## src/rtl/scrv_pkg.sv

```systemverilog
// ----------------------------------------------------------------------------
// scrv_pkg: shared types and constants of the victim selector
// Field widths, score arithmetic widths and the queue entry layout.
// ----------------------------------------------------------------------------
package scrv_pkg;

    localparam int SLOT_W  = 16;                 // slot field
    localparam int COST_W  = 16;                 // cost field
    localparam int HITS_W  = 16;                 // hit count field
    localparam int TIME_W  = 32;                 // time fields
    localparam int PEN_W   = 17;                 // Q1.16 penalty register
    localparam int PRE_W   = 32;                 // cost * (hits + 1)
    localparam int NUM_W   = 50;                 // score numerator
    localparam int AGE_W   = 33;                 // score denominator
    localparam int LO_W    = 32;                 // low split of numerator / age
    localparam int HI_W    = NUM_W - LO_W;       // high split of numerator
    localparam int PROD_W  = NUM_W + AGE_W;      // cross product
    localparam int QUEUE_DEPTH = 2;
    localparam int QPTR_W  = 1;
    localparam int QCNT_W  = 2;

    localparam logic [PEN_W-1:0] Q16_ONE       = 17'd65536;
    localparam logic [PEN_W-1:0] PENALTY_RESET = 17'd6554;

    // One classified candidate, front to back
    typedef struct packed {
        logic              valid;   // sample found an entry
        logic              last;    // final sample of the decision
        logic [SLOT_W-1:0] slot;
        logic [NUM_W-1:0]  num;
        logic [AGE_W-1:0]  age;
    } t_cand;

    typedef struct packed {
        logic full;
        logic empty;
    } t_q_status;

endpackage

```

## src/rtl/scrv_queue.sv

```systemverilog
// ----------------------------------------------------------------------------
// scrv_queue: two entry queue between classifier and selector
// Register based FIFO; head entry is visible while not empty.
// ----------------------------------------------------------------------------
module scrv_queue (
    input  logic                 i_clk,
    input  logic                 i_rst_n,
    input  logic                 i_push,
    input  scrv_pkg::t_cand      i_entry,
    input  logic                 i_pop,
    output scrv_pkg::t_cand      o_head,
    output scrv_pkg::t_q_status  o_status
);
    import scrv_pkg::*;

    t_cand             r_mem [QUEUE_DEPTH];
    logic [QPTR_W-1:0] r_wr, n_wr;
    logic [QPTR_W-1:0] r_rd, n_rd;
    logic [QCNT_W-1:0] r_count, n_count;
    logic              do_push, do_pop;

    always_comb begin
        o_status.full  = (r_count == QCNT_W'(QUEUE_DEPTH));
        o_status.empty = (r_count == '0);
        o_head         = r_mem[r_rd];
        do_push = i_push && !o_status.full;
        do_pop  = i_pop && !o_status.empty;
        n_wr    = do_push ? r_wr + QPTR_W'(1) : r_wr;
        n_rd    = do_pop  ? r_rd + QPTR_W'(1) : r_rd;
        n_count = r_count + QCNT_W'(do_push) - QCNT_W'(do_pop);
    end

    always_ff @(posedge i_clk) begin
        if (!i_rst_n) begin
            r_wr    <= '0;
            r_rd    <= '0;
            r_count <= '0;
        end else begin
            r_wr    <= n_wr;
            r_rd    <= n_rd;
            r_count <= n_count;
        end
    end

    always_ff @(posedge i_clk) begin
        if (do_push) begin
            r_mem[r_wr] <= i_entry;
        end
    end

    // the classifier only pushes into free space
    a_no_push_full: assert property (@(posedge i_clk) disable iff (!i_rst_n)
        i_push |-> !o_status.full)
        else $error("push into full queue");

endmodule

```

## config.mk

```make
export PLATFORM = sky130hd
export DESIGN_NAME = scrv_queue
export DESIGN_NICKNAME = d
export VERILOG_FILES = /design/src/rtl/scrv_pkg.sv /design/src/rtl/scrv_queue.sv
export SDC_FILE = /design/constraint.sdc
export NUM_CORES = 1
export LEC_CHECK = 0
export ABC_AREA = 1
export BUFFER_PORTS_ARGS = -buffer_cell sky130_fd_sc_hd__buf_4
export CORE_ASPECT_RATIO = 0.5
export CORE_MARGIN = 2
export CORE_UTILIZATION = 42
export CTS_CLUSTER_SIZE = 16
export DETAILED_ROUTE_END_ITERATION = 8
export PLACE_DENSITY = 0.73
export SYNTH_ARGS = -nofsm -noshare
export SYNTH_HDL_FRONTEND = slang
export SYNTH_SLANG_ARGS = --single-unit
export TNS_END_PERCENT = 10
```

## constraint.sdc

```tcl
create_clock -name i_clk -period 6.3 [get_ports i_clk]
set_input_delay 0.945 -clock i_clk [delete_from_list [all_inputs] [get_ports i_clk]]
set_output_delay 0.945 -clock i_clk [all_outputs]
set_load 0.005 [all_outputs]
```

==> qor.json <==
{
  "floorplanning": {
    "num_rows": 35,
    "floorplan.die.width_um": 199,
    "count_of_pins_on_the_block_boundary": 208,
    "initial_core_util_pct": 43.11,
    "fp.coreArea_um2": 18520,
    "die_area_um2": 20200,
    "floorplan.die.height_um": 101.5
  },
  "timing": {
    "fin_crit_ns": 3.503,
    "clock-skew-final_ns": 0.01270,
    "maxClockFrequency_ghz": 0.2854,
    "timing.final.setup_violations": 0,
    "final_min_period_over_clock_period_pct": 55.61,
    "headroom_to_the_max_slew_limit_pct": 33.71,
    "rsz_0062_raised_after_global_routing": "false",
    "holdWs_ns": 0.5258,
    "final-hold-violation-count": 0,
    "worstMarginPinSlew_ns": 0.9920,
    "setup-tns-final_ns": 0,
    "timing.final.max_slew_violations": 0
  },
  "logic_synthesis": {
    "post_synth_instance_area_um2": 7985,
    "mappedNetlistNets": 459,
    "async_reset_ff_share_pct": 0,
    "ys_types": 13,
    "post_synth_most_frequent_cells": "sky130_fd_sc_hd__edfxtp_1 (202), sky130_fd_sc_hd__mux2_4 (90), sky130_fd_sc_hd__mux2_2 (11)",
    "synth_cells": 352,
    "fraction_of_synthesized_cell_area_taken_by_the_top_area_cell_type_pct": 75.96,
    "ys_top_cells_by_area": "sky130_fd_sc_hd__edfxtp_1 (76%), sky130_fd_sc_hd__mux2_4 (17%), sky130_fd_sc_hd__buf_12 (2.3%)",
    "synth_edf_count": 202,
    "yosys_warnings": 0,
    "sequential_element_share_of_the_synthesized_area_pct": 77.22,
    "yosys_register_bits": 207,
    "yosys.cell_count.top_type": "sky130_fd_sc_hd__edfxtp_1",
    "postSynth.topFlopCell": "sky130_fd_sc_hd__edfxtp_1",
    "syn-mean-instance-area_um2": 22.69,
    "largest_area_contributor_in_the_netlist": "sky130_fd_sc_hd__edfxtp_1"
  },
  "critical_path": {
    "timing.critical_path.required_ns": 5.35,
    "worst_setup_path_start_kind": "flop",
    "endpoint_kind": "output pin",
    "crit_fanout": 51,
    "setup.reg_to_reg.worst_slack_ns": 3.84,
    "timing.setup.critical_path_class": "reg2out",
    "crit_path_dat_ns": 2.56
  },
  "clocking": {
    "clock_sinks": 207,
    "cts-root-buf": "sky130_fd_sc_hd__clkbuf_16",
    "postCtsResizedCells": 0,
    "cts-buffers-inserted": 20,
    "register_clock_pin_slew_on_the_reported_worst_setup_and_hold_paths_ns": 0.06,
    "ctsHoldBuffers": 0,
    "post_cts_buffers": 0,
    "cts_buffer_depth": 3,
    "insertion_delay_ns": 0.49,
    "htree_levels": 1,
    "tritoncts": "yes"
  },
  "route": {
    "routed_wl_um": 15010,
    "first_pass_iters": 4,
    "drt_iter0_markers": 173,
    "avgViaCountPerCell": 4.569,
    "route.detailed.wl_per_inst_um": 17.72,
    "remaining_drc_errors": 0,
    "vias": 3870,
    "detail_route_antenna_nets": 0
  },
  "placement": {
    "placedInstanceArea_um2": 9718,
    "placedCellCount": 812,
    "detailedPlacementHpwl_um": 9997,
    "place.gp.congestion": 0.7317,
    "buffer_ports.inserted": 207
  },
  "power": {
    "static-leakage-power_nw": 4.050,
    "power_density_nw_per_um2": 386.4,
    "vdd_drop_max_mv": 0.2423,
    "power.total_mw": 3.997
  },
  "cells_and_area": {
    "layout.cell_area.non_filler_um2": 10340,
    "antennaDiodeCount": 0,
    "layout.filler_cells": 1463,
    "design.final.nets": 682,
    "final_layout_size_suffix_gt1_share_pct": 58.16,
    "area_growth_pct": 29.54,
    "finalNonFillerCells": 847
  },
  "outcome": {
    "status": "complete, no violations"
  },
  "run": {
    "maxCapViolations": 0
  },
  "min_path": {
    "hp-class": "reg2reg"
  },
  "global_routing": {
    "grt_max_degree": 70,
    "antenna_found_initial": 0,
    "grt_first_pass_wirelength_um": 22110,
    "grt_overflow": 0,
    "first_global_vias": 4075,
    "grtUsageTotal_pct": 14.45
  }
}
-- flip-flops by register name, indices dropped and copies added (netlist names), named ones only --
| register | flops |
|---|---|
| r_mem | 202 |
| r_wr | 1 |
| r_count | 2 |
| r_rd | 1 |
-- stage by stage --
step | util, % | worst slack, ns
detailed placement | 52.46 | 3.282
floorplan | - | 0.5214
global route | 55.84 | 2.649
finish | 55.84 | 2.797
global placement | 52.46 | 3.274
CTS | 55.84 | 2.737
-- kinds of logic (layout without fill, tap and decap cells) --
| family | count (synthesis) | count (layout) | share of synthesized area [%] |
|---|---|---|---|
| and+or+nand+nor | 20 | 20 | 0.9871 |
| AOI/OAI and AO/OA | 2 | 2 | 0.1254 |
| buffers and inverters | 20 | 256 | 2.883 |
| muxes | 101 | 101 | 18.47 |
| DFF | 207 | 207 | 77.22 |
| adders and majority gates | 2 | 2 | 0.3133 |
-- critical path, stage by stage (launching register included) --
cell and delay [ns]:
sky130_fd_sc_hd__dfxtp_4 0.95, sky130_fd_sc_hd__buf_4 0.57, sky130_fd_sc_hd__mux2_4 0.35, sky130_fd_sc_hd__buf_4 0.14
-- metal layers --
layer	vias to the layer above	wire, um	GRT usage, %	share of wire [%]
met5	-	0	0	0
met4	0	420	5.052	2.8
met3	32	502	2.797	3.3
met2	83	8237	26.76	55
met1	1934	5848	17.05	39
li1	1821	-	-	-
-- path summary, 6_finish.rpt --
| check | end | startpoint | cells after the start |
|---|---|---|---|
| max reg2reg | r_mem[0][41] | r_count[0] | 5 |
| min reg2reg | flop | r_rd | 2 |
| min | flop | r_rd | 2 |
| max | o_head[48] | flop | 3 |
-- area by class of cell --
cell class / instances / area (um2) / share of cell area, %
clock inverters: 11 / 110.1 / 1.064
multi-input cells: 125 / 1597 / 15.43
inverters: 9 / 36.28 / 0.3508
well taps: 259 / 324.1 / 3.133
repair buffers: 212 / 1592 / 15.39
flip-flops and latches: 207 / 6170 / 59.65
clock buffers: 24 / 515.5 / 4.984
-- cell usage in the layout, fill, tap and decap left out --
master                      netlist  final
sky130_fd_sc_hd__dfxtp_1          5      4
sky130_fd_sc_hd__clkbuf_1         0      4
sky130_fd_sc_hd__nand2_1          9      9
sky130_fd_sc_hd__clkinv_8         0      1
sky130_fd_sc_hd__ha_1             2      2
sky130_fd_sc_hd__nor2_4           0      1
sky130_fd_sc_hd__bufinv_16        0      2
sky130_fd_sc_hd__clkinv_1         0      5
sky130_fd_sc_hd__mux2_2          11     11
sky130_fd_sc_hd__inv_1            9      8
sky130_fd_sc_hd__inv_4            0      1
sky130_fd_sc_hd__dfxtp_4          0      1
sky130_fd_sc_hd__mux2_4          90     90
sky130_fd_sc_hd__clkbuf_16        0     20
sky130_fd_sc_hd__nor2_1           8      7
sky130_fd_sc_hd__a21oi_1          2      2
sky130_fd_sc_hd__buf_4            0    212
sky130_fd_sc_hd__nand3_1          3      3
sky130_fd_sc_hd__edfxtp_1       202    202
sky130_fd_sc_hd__clkinv_2         0      3
-- report_power, final --
| group | switching, mW | leakage, nW | internal, mW |
|---|---|---|---|
| clock network | 0.483 | 0.306 | 0.667 |
| registers | 0.0999 | 1.93 | 1.75 |
| logic | 0.393 | 1.81 | 0.605 |
No activity file was read; power rests on OpenSTA's default activity.
