$ cat config.mk
export PLATFORM = sky130hd
export DESIGN_NAME = scrv_front
export DESIGN_NICKNAME = d
export VERILOG_FILES = /design/src/rtl/scrv_pkg.sv /design/src/rtl/scrv_front.sv
export SDC_FILE = /design/constraint.sdc
export NUM_CORES = 2
export LEC_CHECK = 0
export ABC_CLOCK_PERIOD_IN_PS = 8550
export BUFFER_PORTS_ARGS = -buffer_cell sky130_fd_sc_hd__buf_4
export CAP_MARGIN = 25
export CORE_ASPECT_RATIO = 0.75
export CORE_MARGIN = 4
export CORE_UTILIZATION = 40
export CTS_CLUSTER_DIAMETER = 80
export CTS_CLUSTER_SIZE = 20
export DETAILED_ROUTE_END_ITERATION = 10
export GPL_TIMING_DRIVEN = 1
export PLACE_DENSITY = 0.57
export SYNTH_ARGS = -nofsm -noshare
export SYNTH_HDL_FRONTEND = slang
export SYNTH_SLANG_ARGS = --single-unit
$ cat constraint.sdc
create_clock -name i_clk -period 8.55 [get_ports i_clk]
set_input_delay 0.855 -clock i_clk [delete_from_list [all_inputs] [get_ports i_clk]]
set_output_delay 0.855 -clock i_clk [all_outputs]
set_load 0.05 [all_outputs]
$ cat src/rtl/scrv_pkg.sv
// ----------------------------------------------------------------------------
// scrv_pkg: shared types and constants of the victim selector
// Field widths, score arithmetic widths and the queue entry layout.
// ----------------------------------------------------------------------------
package scrv_pkg;

    localparam int SLOT_W  = 16;                 // slot field
    localparam int COST_W  = 16;                 // cost field
    localparam int HITS_W  = 16;                 // hit count field
    localparam int TIME_W  = 32;                 // time fields
    localparam int PEN_W   = 17;                 // Q1.16 penalty register
    localparam int PRE_W   = 32;                 // cost * (hits + 1)
    localparam int NUM_W   = 50;                 // score numerator
    localparam int AGE_W   = 33;                 // score denominator
    localparam int LO_W    = 32;                 // low split of numerator / age
    localparam int HI_W    = NUM_W - LO_W;       // high split of numerator
    localparam int PROD_W  = NUM_W + AGE_W;      // cross product
    localparam int QUEUE_DEPTH = 2;
    localparam int QPTR_W  = 1;
    localparam int QCNT_W  = 2;

    localparam logic [PEN_W-1:0] Q16_ONE       = 17'd65536;
    localparam logic [PEN_W-1:0] PENALTY_RESET = 17'd6554;

    // One classified candidate, front to back
    typedef struct packed {
        logic              valid;   // sample found an entry
        logic              last;    // final sample of the decision
        logic [SLOT_W-1:0] slot;
        logic [NUM_W-1:0]  num;
        logic [AGE_W-1:0]  age;
    } t_cand;

    typedef struct packed {
        logic full;
        logic empty;
    } t_q_status;

endpackage

$ cat src/rtl/scrv_front.sv
// ----------------------------------------------------------------------------
// scrv_front: candidate classifier
// Two stage pipeline: clamp the age and form cost*(hits+1), then apply the
// penalty scale and push the numerator/age pair into the queue.
// ----------------------------------------------------------------------------
module scrv_front #(
    parameter int SLOT_KEEP = 16,
    parameter int TIME_KEEP = 32
) (
    input  logic                          i_clk,
    input  logic                          i_rst_n,
    input  logic                          i_in_valid,
    output logic                          o_in_ready,
    input  logic                          i_cand_valid,
    input  logic [scrv_pkg::SLOT_W-1:0]   i_cand_slot,
    input  logic [scrv_pkg::COST_W-1:0]   i_cand_cost,
    input  logic [scrv_pkg::HITS_W-1:0]   i_cand_hits,
    input  logic [scrv_pkg::TIME_W-1:0]   i_cand_last_access,
    input  logic [scrv_pkg::TIME_W-1:0]   i_now_count,
    input  logic                          i_last_sample,
    input  logic [scrv_pkg::PEN_W-1:0]    i_penalty,
    input  scrv_pkg::t_q_status           i_q_status,
    output logic                          o_push,
    output scrv_pkg::t_cand               o_entry
);
    import scrv_pkg::*;

    logic                 r_s1_valid, n_s1_valid;
    logic                 r_s1_cand;
    logic                 r_s1_last;
    logic [SLOT_W-1:0]    r_s1_slot;
    logic [PRE_W-1:0]     r_s1_pre;
    logic [PEN_W-1:0]     r_s1_scale;
    logic [AGE_W-1:0]     r_s1_age;

    logic                 r_s2_valid, n_s2_valid;
    t_cand                r_s2;

    logic                 s2_ok;
    logic                 in_acc;
    logic [TIME_KEEP-1:0] last_t;
    logic [TIME_KEEP-1:0] now_t;
    logic [TIME_KEEP:0]   diff;
    logic [AGE_W-1:0]     age;
    logic [HITS_W:0]      hits_p1;
    logic [PRE_W-1:0]     pre;
    logic [NUM_W-1:0]     num;

    always_comb begin
        s2_ok      = !r_s2_valid || !i_q_status.full;
        o_in_ready = !r_s1_valid || s2_ok;
        in_acc     = i_in_valid && o_in_ready;
        o_push     = r_s2_valid && !i_q_status.full;
        o_entry    = r_s2;

        // age = now - last + 1, clamped to one when last is ahead of now
        last_t = i_cand_last_access[TIME_KEEP-1:0];
        now_t  = i_now_count[TIME_KEEP-1:0];
        diff   = {1'b0, now_t} - {1'b0, last_t} + (TIME_KEEP+1)'(1);
        age    = (last_t > now_t) ? AGE_W'(1) : AGE_W'(diff);

        hits_p1 = {1'b0, i_cand_hits} + (HITS_W+1)'(1);
        pre     = PRE_W'(i_cand_cost) * PRE_W'(hits_p1);
        num     = NUM_W'(r_s1_pre) * NUM_W'(r_s1_scale);

        n_s1_valid = in_acc ? 1'b1 : (s2_ok ? 1'b0 : r_s1_valid);
        n_s2_valid = s2_ok ? r_s1_valid : r_s2_valid;
    end

    always_ff @(posedge i_clk) begin
        if (!i_rst_n) begin
            r_s1_valid <= 1'b0;
            r_s2_valid <= 1'b0;
        end else begin
            r_s1_valid <= n_s1_valid;
            r_s2_valid <= n_s2_valid;
        end
    end

    always_ff @(posedge i_clk) begin
        if (in_acc) begin
            r_s1_cand  <= i_cand_valid;
            r_s1_last  <= i_last_sample;
            r_s1_slot  <= SLOT_W'(i_cand_slot[SLOT_KEEP-1:0]);
            r_s1_pre   <= pre;
            r_s1_scale <= (i_cand_hits == '0) ? i_penalty : Q16_ONE;
            r_s1_age   <= age;
        end
        if (s2_ok && r_s1_valid) begin
            r_s2.valid <= r_s1_cand;
            r_s2.last  <= r_s1_last;
            r_s2.slot  <= r_s1_slot;
            r_s2.num   <= num;
            r_s2.age   <= r_s1_age;
        end
    end

endmodule

==> impl_metrics.yaml <==
sta:
  tightest_slew_ps: 1030
  setup_tns_ps: 0
  timing.fmax_mhz: 132
  holdWs_ps: 411
  share_of_the_clock_period_used_by_the_worst_path_after_layout_pct: 88.4
  maxSlewViolCount: 0
  timing.final.setup_violations: 0
  timing.max_slew.rel_slack_pct: 31.4
  hold_vio_cnt_final: 0
  fin_crit_ps: 7550
  rsz0062_at_grt: "false"
  final.setup_skew_ps: 38.8
logic_synthesis:
  edff_count_synth: 200
  postSynth.topFlopCell: "edfxtp_1"
  ys_top_cells_by_count: "inv_1 (854), fa_1 (657), nand2_1 (536), and2_1 (359), ha_1 (321)"
  synth.ff_latch_count: 202
  ys_seq_area_share_pct: 16.9
  synth.avg_cell_area_um2: 9.50
  synth_area_leader_cell: "fa_1"
  synthesis.instances: 3766
  post_synth_net_total: 4880
  post_synthesis_instance_area_um2: 35800
  synth_most_common_cell: "inv_1"
  yosysUniqueCellTypes: 71
  yosys_warnings: 0
  post_synth_main_area_contributors: "fa_1 (37%), edfxtp_1 (17%), ha_1 (11%)"
  netlist.area_leader.share_pct: 36.8
  asyncSetResetFlopFracSynth_pct: 0
clock_network:
  cts-buffers-inserted: 21
  cts_num_sinks: 202
  tritoncts: "done"
  h-tree-depth: 1
  clk_latency_ps: 590
  post_cts_setup_bufs: 0
  cts.hold.buffers_added: 0
  cts_root_buffer: "clkbuf_16"
  path_clk_slew_ps: 80
  post_cts.resized_instances: 0
  clockBufferDepth: 3
route:
  via_per_instance_ratio: 4.96
  drc: 0
  post_drt_wl_per_cell_um: 18.5
  drt_pass1_iterations: 5
  num_vias: 25300
  drt_first_iter_violations: 1833
  postRouteAntennaNets: 0
  total_wire_length_after_detailed_routing_mm: 94.6
global_route:
  groute.usage.overall_pct: 20.3
  grt_antenna_before_repair: 5
  first_pass_grt_wire_length_mm: 151
  grt.overflow.total: 0
  grt_max_degree: 57
  number_of_global_route_vias_before_repair: 26200
setup_path:
  critPathCaptureType: "flop"
  timing.critical_path.max_delay_family: "adder cells"
  critical_path_arrival_ps: 7980
  end_of_the_worst_register_to_register_path: "o_entry[81]$_DFFE_PP_"
  crit_path_cell_trace: "buf_4 -> nand2_1 -> fa_1 -> fa_1 -> fa_1 -> inv_1 -> fa_1 -> fa_1 -> inv_1 -> fa_1 -> inv_1 -> ha_1 -> and2_1 -> a221oi_1 -> o221a_2 -> nand4_1 -> a21oi_1 -> o21bai_1 -> o211a_1 -> o211ai_1"
  critical_path_class: "reg -> reg"
  critical-path-slowest-cell: "edfxtp_1"
  critical_path.startpoint_type: "flop"
  timing.reg2reg.setup_slack_ps: 1000
  rr_startpoint: "r_s1_scale[2]$_SDFFCE_PP0P_"
  r2r.worst_path.cells: 20
  timing.critical_path.buf_inv: 4
  crit_path_frequent_cell: "fa_1"
  critical-path-max-stage-delay_ps: 780
  crit_required_ps: 8970
  timing.critical_path.fanout_max: 23
cells_and_area:
  post_route_cells_drive_above_1_share_pct: 9.13
  final.fill_count: 8672
  layoutNonFillerInstCount: 5106
  finish.utilization_pct: 44.9
  num-nets-final: 5052
  area_delta_synth_final_pct: 10.7
place:
  io_port_bufs: 236
  dp_hpwl_mm: 76.0
  dp_cells: 5066
  finalWeightedCongestion: 0.864
die:
  floorplan.die.width_um: 353
  coreArea_um2: 88200
  num_rows: 94
  initial_utilization_pct: 40.6
  chipHeight_um: 267
  number_of_ports_placed_on_the_die_boundary: 239
  fp.dieArea_um2: 94400
worst_hold_path:
  hold_class: "reg -> reg"
  holdPathStages: 0
  hold_worst_path_end: "o_entry[26]$_DFFE_PP_"
  min-delay-start: "r_s1_age[26]$_SDFFCE_PN0P_"
flow_run:
  max_cap_viol_count: 0
outcome:
  result_of_the_run: "finished, final reports clean"
==> placed cells by master (no fill, tap or decap), drive strengths merged, types with 4 or more instances in the layout <==
master	synthesis	routed
a211o	7	7
a211oi	13	13
a21o	55	55
a21oi	95	95
a221oi	6	6
a31oi	12	12
and2	359	359
and3	21	21
and4	4	4
buf	12	298
clkbuf	137	22
clkinv	0	7
edfxtp	200	200
fa	657	657
ha	321	321
inv	854	862
mux2i	8	8
nand2	536	536
nand2b	14	14
nand3	35	35
nand3b	7	7
nand4	17	17
nor2	80	80
nor2b	25	25
nor3	17	17
nor3b	5	5
nor4	10	10
o2111ai	4	4
o211ai	12	12
o21a	12	12
o21ai	56	56
o21bai	15	15
o31ai	5	5
o41ai	5	5
or2	4	4
xnor2	72	72
xor2	31	31
==> registers in the layout (all words and copies together), names as in the netlist <==
name,count
o_entry,100
r_s1_cand,1
r_s1_last,1
r_s1_pre,32
r_s1_age,33
r_s1_valid,1
r_s1_scale,17
r_s2_valid,1
r_s1_slot,16
==> stage by stage <==
| step | worst slack (ps) | instance area, um^2 |
|---|---|---|
| after floorplan | 953 | 35800 |
| after global placement | 338 | 38900 |
| after detailed placement | 472 | 38900 |
| after CTS | 975 | 39600 |
| after global routing | 626 | 39600 |
| final | 995 | 39600 |
==> worst max path at each step <==
stage                                 from                      to  depth (start not counted)
5_1_grt                     i_cand_hits[0]  r_s1_pre[31]$_DFFE_PP_                         26
6_report       r_s1_scale[2]$_SDFFCE_PP0P_   o_entry[81]$_DFFE_PP_                         20
3_5_place_dp                i_cand_hits[0]  r_s1_pre[31]$_DFFE_PP_                         26
3_3_place_gp                i_cand_hits[3]  r_s1_pre[31]$_DFFE_PP_                         25
2_1_floorplan               i_cand_hits[7]  r_s1_pre[31]$_DFFE_PP_                         27
4_1_cts        r_s1_scale[2]$_SDFFCE_PP0P_   o_entry[81]$_DFFE_PP_                         20
==> cells by family after synthesis <==
group,after synthesis,share of synthesized area (%)
buffers and inverters,1003,10.6
other,1,0.0105
DFF,202,16.9
AOI/OAI and AO/OA,327,6.16
muxes,8,0.224
xor gates and xnor gates,103,2.52
and+or+nand+nor,1144,15.6
adders and majority gates,978,48.0
==> layer usage <==
layer  global-route usage [%]  wire [um]  vias to the layer above
li1                         -          -                    11800
met1                     31.7      46700                    12600
met2                     28.9      38300                      823
met3                     4.63       7910                       96
met4                     3.54       1690                        6
met5                        0         47                        -
==> layout make-up <==
| cell class | count | area, um^2 | share of cell area (%) |
|---|---|---|---|
| multi-input cells | 2561 | 26000 | 65.5 |
| flip-flops and latches | 202 | 6050 | 15.3 |
| inverters | 854 | 3210 | 8.09 |
| repair buffers | 298 | 2260 | 5.70 |
| well taps | 1152 | 1440 | 3.64 |
| clock buffers | 22 | 529 | 1.34 |
| clock inverters | 16 | 169 | 0.426 |
| diodes | 1 | 2.50 | 0.00632 |
Power is not shown: default switching activity piles up to over one toggle a cycle in this logic, so the estimate is an artifact.
